**src/rtl/assert_macros.svh**
```systemverilog
// ----------------------------------------------------------------------------
// assert_macros.svh
// Assertion shorthands shared by the sampler RTL.
// ----------------------------------------------------------------------------
`ifndef ASSERT_MACROS_SVH
`define ASSERT_MACROS_SVH

// Property must hold on every clock edge outside reset.
`define ASSERT_HOLDS(label, clk, rst_n, prop, msg) \
    label: assert property (@(posedge clk) disable iff (!rst_n) (prop)) \
        else $error(msg);

// Condition must never be seen outside reset.
`define ASSERT_NEVER(label, clk, rst_n, cond, msg) \
    label: assert property (@(posedge clk) disable iff (!rst_n) !(cond)) \
        else $error(msg);

`endif

```
**src/rtl/crs_pkg.sv**
```systemverilog
// ----------------------------------------------------------------------------
// crs_pkg
// Types and constants of the coefficient rejection sampler.
// ----------------------------------------------------------------------------
`timescale 1ns / 1ps

package crs_pkg;

    localparam int POLY_LENGTH_DEF = 256;
    localparam int QUEUE_DEPTH_DEF = 4;

    localparam int CFG_IDX_W  = 2;
    localparam int CFG_DATA_W = 23;

    // Register indexes
    localparam logic [CFG_IDX_W-1:0] CFG_SAMPLE_MODE  = 2'd0;
    localparam logic [CFG_IDX_W-1:0] CFG_MODULUS      = 2'd1;
    localparam logic [CFG_IDX_W-1:0] CFG_ETA_BOUND    = 2'd2;
    localparam logic [CFG_IDX_W-1:0] CFG_GAMMA1_BOUND = 2'd3;

    // Sampling modes
    localparam logic [1:0] MODE_UNIFORM = 2'd0;
    localparam logic [1:0] MODE_ETA     = 2'd1;
    localparam logic [1:0] MODE_GAMMA1  = 2'd2;

    // Register reset values
    localparam logic [1:0]  MODE_RST    = MODE_UNIFORM;
    localparam logic [22:0] MODULUS_RST = 23'd8380417;
    localparam logic [2:0]  ETA_RST     = 3'd2;
    localparam logic [19:0] GAMMA1_RST  = 20'd523776;

    // Group sizes in bytes, and the smallest eta bound that uses 4-bit fields
    localparam logic [2:0] UNIFORM_BYTES = 3'd3;
    localparam logic [2:0] GAMMA1_BYTES  = 3'd5;
    localparam logic [2:0] ETA_WIDE_MIN  = 3'd4;

    typedef struct packed {
        logic [7:0] rand_byte;
        logic       start_poly;
    } in_word_t;

    typedef struct packed {
        logic [23:0] coefficient;
        logic [7:0]  coeff_index;
        logic        run_last;
        logic        poly_done;
    } out_word_t;

    // One queued byte outcome: one or two accepted coefficients
    typedef struct packed {
        logic [23:0] coef0;
        logic [23:0] coef1;
        logic [7:0]  index;
        logic        done0;
        logic        done1;
        logic        pair;
    } entry_t;

endpackage

```
**src/rtl/crs_front.sv**
```systemverilog
// ----------------------------------------------------------------------------
// crs_front
// Accepts bytes, packs groups, tests candidates and queues accepted ones.
// ----------------------------------------------------------------------------
`timescale 1ns / 1ps
`include "assert_macros.svh"

module crs_front #(
    parameter int POLY_LENGTH = crs_pkg::POLY_LENGTH_DEF
) (
    input  logic                           clk,
    input  logic                           rst_n,
    input  logic                           cfg_valid,
    input  logic [crs_pkg::CFG_IDX_W-1:0]  cfg_index,
    input  logic [crs_pkg::CFG_DATA_W-1:0] cfg_data,
    input  logic                           byte_valid,
    input  crs_pkg::in_word_t              byte_word,
    output logic                           byte_stall,
    input  logic                           full,
    output logic                           push,
    output crs_pkg::entry_t                entry
);
    import crs_pkg::*;

    localparam int CNT_W = $clog2(POLY_LENGTH + 1);

    logic [1:0]       mode_reg;
    logic [22:0]      modulus_reg;
    logic [2:0]       eta_reg;
    logic [19:0]      gamma_reg;
    logic [39:0]      acc_reg, acc_next;
    logic [2:0]       pos_reg, pos_next;
    logic [CNT_W-1:0] cnt_reg, cnt_next;

    logic             accept;
    logic [7:0]       b;
    logic [39:0]      acc_cur, acc_pack;
    logic [2:0]       pos_cur, pos_pack;
    logic [CNT_W-1:0] cnt_cur;
    logic [CNT_W:0]   cnt_p1, cnt_p2;
    logic             room0;

    logic [22:0]      t_u;
    logic             ok_u;
    logic             eta_small;
    logic [3:0]       eta_lim, te0, te1;
    logic [23:0]      eta_base;
    logic [19:0]      tg0, tg1;
    logic [21:0]      g_lim;
    logic [23:0]      g_base;

    logic             hit0, hit1, hit1_ok;
    logic [23:0]      val0, val1;

    assign accept     = byte_valid && !byte_stall;
    assign byte_stall = full;
    assign b          = byte_word.rand_byte;

    assign acc_cur = byte_word.start_poly ? '0 : acc_reg;
    assign pos_cur = byte_word.start_poly ? '0 : pos_reg;
    assign cnt_cur = byte_word.start_poly ? '0 : cnt_reg;
    assign cnt_p1  = {1'b0, cnt_cur} + (CNT_W+1)'(1);
    assign cnt_p2  = {1'b0, cnt_cur} + (CNT_W+1)'(2);
    assign room0   = cnt_cur < CNT_W'(POLY_LENGTH);

    // bytes beyond bit 39 fall off the top
    assign acc_pack = acc_cur | (40'(b) << {pos_cur, 3'b000});
    assign pos_pack = pos_cur + 3'd1;

    assign t_u  = acc_pack[22:0];
    assign ok_u = t_u < modulus_reg;

    assign eta_small = eta_reg < ETA_WIDE_MIN;
    assign eta_lim   = {eta_reg, 1'b0};
    assign te0       = eta_small ? {1'b0, b[2:0]} : b[3:0];
    assign te1       = eta_small ? {1'b0, b[7:5]} : b[7:4];
    assign eta_base  = 24'(modulus_reg) + 24'(eta_reg);

    assign tg0    = acc_pack[19:0];
    assign tg1    = acc_pack[39:20];
    assign g_lim  = {1'b0, gamma_reg, 1'b0};
    assign g_base = 24'(modulus_reg) + 24'(gamma_reg) - 24'd1;

    always_comb
    begin
        acc_next = acc_cur;
        pos_next = pos_cur;
        hit0     = 1'b0;
        hit1     = 1'b0;
        val0     = '0;
        val1     = '0;
        if (room0)
        begin
            unique case (mode_reg)
                MODE_UNIFORM:
                begin
                    acc_next = acc_pack;
                    pos_next = pos_pack;
                    if (pos_pack >= UNIFORM_BYTES)
                    begin
                        acc_next = '0;
                        pos_next = '0;
                        hit0     = ok_u;
                        val0     = 24'(t_u);
                    end
                end
                MODE_ETA:
                begin
                    hit0 = te0 <= eta_lim;
                    hit1 = te1 <= eta_lim;
                    val0 = eta_base - 24'(te0);
                    val1 = eta_base - 24'(te1);
                end
                MODE_GAMMA1:
                begin
                    acc_next = acc_pack;
                    pos_next = pos_pack;
                    if (pos_pack >= GAMMA1_BYTES)
                    begin
                        acc_next = '0;
                        pos_next = '0;
                        hit0     = (22'(tg0) + 22'd2) <= g_lim;
                        hit1     = (22'(tg1) + 22'd2) <= g_lim;
                        val0     = g_base - 24'(tg0);
                        val1     = g_base - 24'(tg1);
                    end
                end
                default:
                begin
                    // unused mode: drop the byte
                end
            endcase
        end
    end

    // second coefficient only while the polynomial still has room
    assign hit1_ok = hit1 && (!hit0 || (cnt_p1 < (CNT_W+1)'(POLY_LENGTH)));

    always_comb
    begin
        cnt_next = cnt_cur + CNT_W'(hit0) + CNT_W'(hit1_ok);
    end

    assign push        = accept && (hit0 || hit1_ok);
    assign entry.coef0 = hit0 ? val0 : val1;
    assign entry.coef1 = val1;
    assign entry.index = 8'(cnt_cur);
    assign entry.done0 = cnt_p1 == (CNT_W+1)'(POLY_LENGTH);
    assign entry.done1 = cnt_p2 == (CNT_W+1)'(POLY_LENGTH);
    assign entry.pair  = hit0 && hit1_ok;

    always_ff @(posedge clk or negedge rst_n)
    begin
        if (!rst_n)
        begin
            mode_reg    <= MODE_RST;
            modulus_reg <= MODULUS_RST;
            eta_reg     <= ETA_RST;
            gamma_reg   <= GAMMA1_RST;
        end
        else if (cfg_valid)
        begin
            unique case (cfg_index)
                CFG_SAMPLE_MODE:  mode_reg    <= cfg_data[1:0];
                CFG_MODULUS:      modulus_reg <= cfg_data[22:0];
                CFG_ETA_BOUND:    eta_reg     <= cfg_data[2:0];
                CFG_GAMMA1_BOUND: gamma_reg   <= cfg_data[19:0];
                default:          mode_reg    <= mode_reg;
            endcase
        end
    end

    always_ff @(posedge clk or negedge rst_n)
    begin
        if (!rst_n)
        begin
            acc_reg <= '0;
            pos_reg <= '0;
            cnt_reg <= '0;
        end
        else if (accept)
        begin
            acc_reg <= acc_next;
            pos_reg <= pos_next;
            cnt_reg <= cnt_next;
        end
    end

    `ASSERT_HOLDS(a_cnt_bound, clk, rst_n, cnt_reg <= CNT_W'(POLY_LENGTH),
        "coefficient count passed the polynomial length")

endmodule

```
**src/rtl/crs_queue.sv**
```systemverilog
// ----------------------------------------------------------------------------
// crs_queue
// Short FIFO of byte outcomes between the front and the back.
// ----------------------------------------------------------------------------
`timescale 1ns / 1ps
`include "assert_macros.svh"

module crs_queue #(
    parameter int DEPTH = crs_pkg::QUEUE_DEPTH_DEF
) (
    input  logic            clk,
    input  logic            rst_n,
    input  logic            push,
    input  crs_pkg::entry_t wdata,
    input  logic            pop,
    output crs_pkg::entry_t rdata,
    output logic            full,
    output logic            empty
);
    import crs_pkg::*;

    localparam int PTR_W = (DEPTH > 1) ? $clog2(DEPTH) : 1;
    localparam int CNT_W = $clog2(DEPTH + 1);

    entry_t           slots [DEPTH];
    logic [PTR_W-1:0] wr_ptr_reg, rd_ptr_reg;
    logic [CNT_W-1:0] count_reg;

    function automatic logic [PTR_W-1:0] advance(input logic [PTR_W-1:0] p);
        advance = (p == PTR_W'(DEPTH - 1)) ? '0 : p + PTR_W'(1);
    endfunction

    assign full  = count_reg == CNT_W'(DEPTH);
    assign empty = count_reg == '0;
    assign rdata = slots[rd_ptr_reg];

    always_ff @(posedge clk)
    begin
        if (push)
        begin
            slots[wr_ptr_reg] <= wdata;
        end
    end

    always_ff @(posedge clk or negedge rst_n)
    begin
        if (!rst_n)
        begin
            wr_ptr_reg <= '0;
            rd_ptr_reg <= '0;
            count_reg  <= '0;
        end
        else
        begin
            if (push)
            begin
                wr_ptr_reg <= advance(wr_ptr_reg);
            end
            if (pop)
            begin
                rd_ptr_reg <= advance(rd_ptr_reg);
            end
            if (push && !pop)
            begin
                count_reg <= count_reg + CNT_W'(1);
            end
            else if (pop && !push)
            begin
                count_reg <= count_reg - CNT_W'(1);
            end
        end
    end

    `ASSERT_NEVER(a_push_full, clk, rst_n, push && full, "push into a full queue")
    `ASSERT_NEVER(a_pop_empty, clk, rst_n, pop && empty, "pop from an empty queue")

endmodule

```
**src/rtl/crs_back.sv**
```systemverilog
// ----------------------------------------------------------------------------
// crs_back
// Drains queued outcomes to the output register, one coefficient a free cycle.
// ----------------------------------------------------------------------------
`timescale 1ns / 1ps
`include "assert_macros.svh"

module crs_back (
    input  logic               clk,
    input  logic               rst_n,
    input  crs_pkg::entry_t    head,
    input  logic               empty,
    output logic               pop,
    output logic               coef_valid,
    input  logic               coef_stall,
    output crs_pkg::out_word_t coef_word
);
    import crs_pkg::*;

    logic      valid_reg;
    logic      sel_reg, sel_next;
    out_word_t word_reg, word_next;
    logic      load, last;

    assign load = !empty && (!valid_reg || !coef_stall);
    assign last = !head.pair || sel_reg;
    assign pop  = load && last;

    always_comb
    begin
        word_next.coefficient = sel_reg ? head.coef1 : head.coef0;
        word_next.coeff_index = sel_reg ? head.index + 8'd1 : head.index;
        word_next.run_last    = last;
        word_next.poly_done   = sel_reg ? head.done1 : head.done0;
        sel_next              = load ? !last : sel_reg;
    end

    always_ff @(posedge clk or negedge rst_n)
    begin
        if (!rst_n)
        begin
            valid_reg <= 1'b0;
            sel_reg   <= 1'b0;
        end
        else
        begin
            sel_reg <= sel_next;
            if (load)
            begin
                valid_reg <= 1'b1;
            end
            else if (!coef_stall)
            begin
                valid_reg <= 1'b0;
            end
        end
    end

    always_ff @(posedge clk)
    begin
        if (load)
        begin
            word_reg <= word_next;
        end
    end

    assign coef_valid = valid_reg;
    assign coef_word  = word_reg;

    // second half of a pair keeps its entry at the queue head
    `ASSERT_HOLDS(a_sel_head, clk, rst_n, sel_reg |-> !empty,
        "second coefficient pending with an empty queue")

endmodule

```
**src/rtl/coefficient_rejection_sampler.sv**
```systemverilog
// ----------------------------------------------------------------------------
// coefficient_rejection_sampler
// Byte stream to polynomial coefficients by rejection sampling.
// ----------------------------------------------------------------------------
//  channel   | dir | handshake          | word
//  ----------+-----+--------------------+------------------------------------
//  byte      | in  | byte_valid/stall   | rand_byte, start_poly
//  coef      | out | coef_valid/stall   | coefficient, coeff_index, run_last,
//            |     |                    | poly_done
//  cfg       | in  | cfg_valid/ready    | cfg_index, cfg_data
//
//  One byte is accepted per cycle while byte_stall is low; the front tests it in
//  that cycle. The output register sends one coefficient per cycle while
//  coef_stall is low, so a byte that yields two coefficients holds the back for
//  both; the queue (QUEUE_DEPTH entries) absorbs that. A result passes through
//  the queue and then the output register. Reset is immediate, no clearing pass.
//  byte_stall rises only when the queue is full; cfg_ready is always high.
// ----------------------------------------------------------------------------
`timescale 1ns / 1ps

module coefficient_rejection_sampler #(
    parameter int POLY_LENGTH = crs_pkg::POLY_LENGTH_DEF,
    parameter int QUEUE_DEPTH = crs_pkg::QUEUE_DEPTH_DEF
) (
    input  logic                           clk,
    input  logic                           rst_n,
    input  logic                           cfg_valid,
    output logic                           cfg_ready,
    input  logic [crs_pkg::CFG_IDX_W-1:0]  cfg_index,
    input  logic [crs_pkg::CFG_DATA_W-1:0] cfg_data,
    input  logic                           byte_valid,
    output logic                           byte_stall,
    input  crs_pkg::in_word_t              byte_word,
    output logic                           coef_valid,
    input  logic                           coef_stall,
    output crs_pkg::out_word_t             coef_word
);
    import crs_pkg::*;

    logic   push, pop, full, empty;
    entry_t q_in, q_head;

    assign cfg_ready = 1'b1;

    crs_front #(
        .POLY_LENGTH(POLY_LENGTH)
    ) u_front (
        .clk        (clk),
        .rst_n      (rst_n),
        .cfg_valid  (cfg_valid),
        .cfg_index  (cfg_index),
        .cfg_data   (cfg_data),
        .byte_valid (byte_valid),
        .byte_word  (byte_word),
        .byte_stall (byte_stall),
        .full       (full),
        .push       (push),
        .entry      (q_in)
    );

    crs_queue #(
        .DEPTH(QUEUE_DEPTH)
    ) u_queue (
        .clk   (clk),
        .rst_n (rst_n),
        .push  (push),
        .wdata (q_in),
        .pop   (pop),
        .rdata (q_head),
        .full  (full),
        .empty (empty)
    );

    crs_back u_back (
        .clk        (clk),
        .rst_n      (rst_n),
        .head       (q_head),
        .empty      (empty),
        .pop        (pop),
        .coef_valid (coef_valid),
        .coef_stall (coef_stall),
        .coef_word  (coef_word)
    );

endmodule

```
**config.mk**
```make
export PLATFORM = sky130hd
export DESIGN_NAME = coefficient_rejection_sampler
export DESIGN_NICKNAME = d
export VERILOG_FILES = /design/src/rtl/crs_pkg.sv /design/src/rtl/crs_front.sv /design/src/rtl/crs_queue.sv /design/src/rtl/crs_back.sv /design/src/rtl/coefficient_rejection_sampler.sv
export VERILOG_INCLUDE_DIRS = /design/src /design/src/rtl
export SDC_FILE = /design/constraint.sdc
export NUM_CORES = 1
export LEC_CHECK = 0
export BUFFER_PORTS_ARGS = -buffer_cell sky130_fd_sc_hd__buf_2
export CORE_ASPECT_RATIO = 1.1
export CORE_MARGIN = 3
export CORE_UTILIZATION = 25
export CTS_CLUSTER_SIZE = 28
export DETAILED_ROUTE_END_ITERATION = 10
export GPL_TIMING_DRIVEN = 1
export PLACE_DENSITY = 0.42
export SLEW_MARGIN = 0
export SYNTH_ARGS = -nofsm -noshare
export SYNTH_HDL_FRONTEND = slang
export SYNTH_SLANG_ARGS = --single-unit
```
**constraint.sdc**
```tcl
create_clock -name clk -period 10.5 [get_ports clk]
set_clock_uncertainty 0.1 [all_clocks]
set_input_delay 1.05 -clock clk [delete_from_list [all_inputs] [get_ports clk]]
set_output_delay 1.05 -clock clk [all_outputs]
set_load 0.005 [all_outputs]
```
# Word-level counts from Yosys, hierarchy flattened
# Memory sizes are Yosys's and may differ from the RTL's.
# Cells that the tools add are included.
# word_totals
regBits,143
mem_bits_rw,236
input_bits,39
output_inout_bits,37
word_cells,127
mem_count,1
# memory_table
name,words,width,rd,rd_clocked_by_memory_dff,wr,line_no,rtl
u_queue.slots,4,59,1,0,1,crs_queue.sv:25,entry_t slots [DEPTH];
# classes
n_addsub,19
magnitude_cmp,10
n_eq_ne,11
shifts,1
mux,39
bitwise_logic,1
n_reduce_logical,29
# op_table
cell,count
40-bit 2-to-1 mux,4
24-bit 2-to-1 mux,6
40-bit one-hot mux with 2 select lines,1
24-bit one-hot mux with 3 select lines,1
24-bit one-hot mux with 2 select lines,1
24-bit by 20-bit subtractor with 24-bit output,2
24-bit by 4-bit subtractor with 24-bit output,2
22-bit by 21-bit less-or-equal comparator with 1-bit output,2
"20-bit by 2-bit adder with 21-bit output, second input constant",2
40-bit bitwise OR,1
8-bit by 6-bit << shifter with 40-bit output,1
23-bit by 20-bit adder with 24-bit output,1
23-bit by 3-bit adder with 24-bit output,1
"24-bit by 1-bit subtractor with 24-bit output, second input constant",1
23-bit less-than comparator,1
23-bit 2-to-1 mux,1
"10-bit by 9-bit equality test with 1-bit output, second input constant",2
9-bit by 1-bit adder with 9-bit output,2
3-bit 2-to-1 mux,6
"9-bit by 1-bit adder with 10-bit output, second input constant",1
"9-bit by 2-bit adder with 10-bit output, second input constant",1
"2-bit equality test, second input constant",5
"10-bit by 9-bit less-than comparator with 1-bit output, second input constant",1
1-bit 2-to-1 mux,10
other kinds (26),54

# Logic depth before layout (Yosys ltp)
# depth
depth_word,17
ltp_mapped,29
ltp_nobuf,26

# By module
# A second synthesis with hierarchy kept.
# unflattened
hier_cells,2078
area_unflattened_um2,23646.4
# by_module_without_submodules
module,instances,cells_per_inst,area_each_um2,seq_area_each_um2
crs_front,1,1641,13100.1,2529.9
crs_queue,1,346,8996.1,7262.0
crs_back,1,89,1539.0,1071.0
coefficient_rejection_sampler,1,2,11.3,0.0

# Worst setup path after synthesis
# No wires, ideal clock.
# synth_timing
path_kind,input port to flip-flop
start,input byte_word[0] in the netlist's numbering
end,memory u_queue.slots[0][0] in the netlist's numbering (enable)
setup_ns,0.476
arrival_time_ns,7.064
t_required_ns,9.924
setup_slack_ns,2.860
stages,20
n_path_buf,1
path_cell_list,nand2b_1 -> nor3_2 -> a22oi_1 -> inv_1 -> nand3_1 -> or4_1 -> nor2b_1 -> nand3_1 -> xnor2_1 -> ha_1 -> nand3_1 -> nor2_1 -> nand4_1 -> or2_2 -> o211ai_1 -> and3_1 -> o31a_1 -> clkbuf_1 -> o21ai_2 -> nor2_1
# synth_via
elab_chain_len,15
elab_cells_between_ends,30
cone_classes,add/sub (4); order compare (7); shift (1); mux (12); bitwise (1); reduce/logical (5)
# synth_lines
element,line_no,rtl
start: declaration,coefficient_rejection_sampler.sv:33,"input crs_pkg::in_word_t byte_word,"
3-bit 2-to-1 mux,crs_front.sv:60,assign pos_cur = byte_word.start_poly ? '0 : pos_reg;
8-bit by 6-bit << shifter with 40-bit output,crs_front.sv:67,"assign acc_pack = acc_cur | (40'(b) << {pos_cur, 3'b000});"
40-bit bitwise OR,crs_front.sv:67,
20-bit by 2-bit adder with 21-bit output,crs_front.sv:122,hit0 = (22'(tg0) + 22'd2) <= g_lim;
22-bit by 21-bit less-or-equal comparator with 1-bit output,crs_front.sv:122,
1-bit 2-to-1 mux,crs_front.sv:118,if (pos_pack >= GAMMA1_BYTES)
1-bit one-hot mux with 3 select lines,crs_front.sv:94,unique case (mode_reg)
1-bit 2-to-1 mux,crs_front.sv:92,if (room0)
1-bit logical NOT,crs_front.sv:137,assign hit1_ok = hit1 && (!hit0 || (cnt_p1 < (CNT_W+1)'(POLY_LENGTH)));
1-bit logical OR,crs_front.sv:137,
1-bit logical AND,crs_front.sv:137,
1-bit logical OR (*),crs_front.sv:144,assign push = accept && (hit0 || hit1_ok);
1-bit logical AND (*),crs_front.sv:144,
1-bit 2-to-1 mux (*),crs_queue.sv:39,if (push)
1-bit 2-to-1 mux (implied by the code) (*),crs_queue.sv:41,slots[wr_ptr_reg] <= wdata;
end: declaration,crs_queue.sv:25,
# Every way passes the cells marked *; elsewhere a longest branch is shown, timed or not.

# Final worst setup path
# layout_timing
start,input byte_word[0] in the netlist's numbering
end,memory u_queue.slots[1][23] in the netlist's numbering (enable)
# The elaborated chain is that of the path after synthesis.

==> reports/metrics.csv <==
stage,metric,value,unit
routing,drt-pass1-iter-count,6,
die,cell_row_count,117,
clock_tree,tritoncts_clock_tree,done,
clock_tree,post_cts_resize_count,0,
logic_synthesis,netlist_area,23700,µm²
run,cap_viol_max_count,0,
timing,finalWorstPathRequiredPeriod,7.76,ns
critical_path,setup.worst_path.end_class,register,
clock_tree,cts_made_buffers,45,
critical_path,worstPathCellList,buf_2 > inv_1 > o31ai_2 > a22o_1 > and4_1 > nand2_1 > or4_1 > nor2b_1 > nand3_1 > xnor2_1 > ha_1 > nand3_1 > nor2_1 > nand4_1 > or2_2 > o211ai_1 > and3_1 > o31a_1 > buf_4 > o21ai_2 > nor2_4 > buf_4,
critical_path,cpLargestDelayFamily,simple AND/OR/NAND/NOR gates,
die,floorplan.die.width,300,µm
critical_path,regToRegStartpoint,u_front.pos_reg[0],
global_route,antenna_violations_before_repair,0,
global_route,use_met1,0.211,
routing,detailedRoute.firstIterationViolations,1231,
clock_tree,insertion_delay,0.59,ns
die,die_area,98700,µm²
global_route,final_global_route_overflow_total,0,
routing,vias_per_cell,4.96,
global_route,track_usage,0.156,
placed_design,numPortBuffers,74,
critical_path,worstPathArrival,7.93,ns
die,dieHeight,329,µm
final_layout,nets,2404,
final_layout,postLayoutCellArea,27200,µm²
logic_synthesis,syn-num-nets,2326,
power,power_density,318,nW/µm²
global_route,first_global_vias,17400,
min_path,timing.hold.worst.class,in -> async,
die,floorplan.initialDensity,0.254,
critical_path,crit_start,byte_word[0],
clock_tree,clock_tree.htree_level_count,2,
timing,final_min_period_over_clock_period,0.739,
critical_path,worst_path_max_delay_cell,sky130_fd_sc_hd__nor2_4,
timing,tightestPinTransition,1.16,ns
final_layout,areaGrowthSynthToFinish,14.6,%
clock_tree,cts_root_buf,sky130_fd_sc_hd__clkbuf_16,
critical_path,timing.setup.critical_path_class,in -> reg,
logic_synthesis,synth_cell_types,93,
placed_design,dp.final_hpwl,59.8,mm
logic_synthesis,synth_enable_flop_cells,270,
final_layout,most-common-layout-cells,"270 x sky130_fd_sc_hd__edfxtp_1, 177 x sky130_fd_sc_hd__ha_1, 147 x sky130_fd_sc_hd__nand2_1, 146 x sky130_fd_sc_hd__inv_1, 122 x sky130_fd_sc_hd__nor2_1",
timing,fmax,0.129,GHz
routing,vias,17200,
logic_synthesis,synth_cells,2102,
clock_tree,clk_path_buf_depth,3,
global_route,groute.layer.met2.usage,0.258,
logic_synthesis,synth_ff_type,sky130_fd_sc_hd__edfxtp_1,
critical_path,worst_ep_required_time,10.67,ns
critical_path,critical_path.n_buffers_inverters,4,
timing,final_max_slew_viol_count,0,
power,power_leakage,0.0103,µW
global_route,grt_max_degree,73,
timing,timing.final.hold_violations,0,
critical_path,rr_worst_depth,21,
global_route,wire_length_of_the_first_global_routing_pass,116,mm
clock_tree,clock_sinks,379,
die,core_area,93400,µm²
global_route,grtUsageMet3,0.0200,
placed_design,gp_congestion,0.877,
die,design.portCount,76,
placed_design,detailed_place.area,25700,µm²
routing,drt_antenna_net_count,0,
final_layout,layout_commonest_cell,sky130_fd_sc_hd__edfxtp_1,
timing,hold_slack,0.345,ns
routing,wire_per_inst,22.5,µm
routing,wl,78.1,mm
critical_path,setup.reg_to_reg.worst_slack,3.40,ns
clock_tree,cts_hold_buf,0,
logic_synthesis,yosysWarnings,0,
final_layout,largest_register_ff_count,236,
final_layout,n_antenna_cell,0,
critical_path,worst_setup_sp_type,input port,
logic_synthesis,synth.yosys.seq_area_share,0.458,
clock_tree,setup_buffers_after_cts,0,
global_route,grt.busiest_layer,met2,
logic_synthesis,ys_seq_elements,379,
critical_path,reg2reg_to,u_queue.slots[1][23],
logic_synthesis,synth.avg_cell_area,11.3,µm²
timing,setup_violations,0,
timing,slew-limit-headroom,0.223,
timing,tns,0,ns
timing,rsz0062_at_grt,false,
critical_path,path_depth,22,
status,run_status,finished clean,
critical_path,critPathMaxStageDelay,0.95,ns
power,ir_worst_vdd,122,µV
critical_path,crit_path_max_fanout,44,
routing,drc,0,
final_layout,drive_above_1_share,0.178,
logic_synthesis,synth_async_sr_flop_share,0.288,
clock_tree,cts.reportedPaths.clkPinSlew,0.06,ns
-- area by class of cell --
class                   count  area [µm²]
fillers                  9730       66200
clock inverters            26         293
repair buffers            108         628
flip-flops and latches    379       10900
multi-input cells        1497       12100
inverters                 149         559
clock buffers              57        1240
well taps                1249        1560
-- synth_stat cells (16+ instances only) --
cell type	number	area [µm²]
sky130_fd_sc_hd__xnor2_1	114	998
sky130_fd_sc_hd__nor2b_1	35	219
sky130_fd_sc_hd__mux4_2	59	1330
sky130_fd_sc_hd__edfxtp_1	270	8110
sky130_fd_sc_hd__a22o_1	20	175
sky130_fd_sc_hd__a21o_1	58	435
sky130_fd_sc_hd__nor3_1	43	215
sky130_fd_sc_hd__o21ai_0	116	581
sky130_fd_sc_hd__nand3_1	43	215
sky130_fd_sc_hd__nand2_1	147	552
sky130_fd_sc_hd__nor2_1	126	473
sky130_fd_sc_hd__dfrtp_1	87	2180
sky130_fd_sc_hd__dfstp_2	22	578
sky130_fd_sc_hd__nand4_1	29	181
sky130_fd_sc_hd__inv_1	146	548
sky130_fd_sc_hd__o21a_1	16	120
sky130_fd_sc_hd__ha_1	177	2210
sky130_fd_sc_hd__a21oi_1	98	490
sky130_fd_sc_hd__mux2_2	84	946
sky130_fd_sc_hd__clkbuf_1	52	195
sky130_fd_sc_hd__a22oi_1	22	165
sky130_fd_sc_hd__xor2_1	47	412
-- metal layers --
metal	vias up	wire length [µm]
li1	8023	-
met1	8587	35500
met2	475	36400
met3	110	3290
met4	0	2950
met5	-	0
-- metrics by stage --
stage | instances | power, µW | worst slack (ns) | utilization
after global routing | 3465 | 9250 | 2.19 | 0.291
after global placement | 3382 | 7020 | 2.17 | 0.275
final | 3465 | 8660 | 2.74 | 0.291
after CTS | 3465 | 8710 | 2.75 | 0.291
after detailed placement | 3382 | 7050 | 2.15 | 0.275
after floorplan | 2102 | 5560 | 2.86 | -
-- report_power, final --
| part | switching, µW | internal, µW | total (µW) | leakage [µW] |
|---|---|---|---|---|
| clock network | 644 | 966 | 1610 | 0.000756 |
| registers | 157 | 2020 | 2180 | 0.00388 |
| logic | 2970 | 1900 | 4870 | 0.00564 |
| total | 3770 | 4890 | 8660 | 0.0103 |
-- worst max-delay path by stage --
stage / end
6_report: u_queue.slots[1][23]
5_1_grt: u_queue.slots[0][28]
4_1_cts: u_queue.slots[1][1]
3_5_place_dp: u_queue.slots[1][44]
3_3_place_gp: u_queue.slots[0][23]
2_1_floorplan: u_queue.slots[0][0]
-- cell families (layout without fill, tap and decap cells) --
family,after synthesis,in the layout,share of synthesized area
compound gates,469,469,0.135
xor+xnor,161,161,0.0594
fa+ha+maj,185,185,0.100
buf+inv,226,340,0.0369
flops,379,379,0.458
mux,149,149,0.0983
other cells,1,1,0.000158
simple gates,532,532,0.112
(Power assumes the default switching activity.)
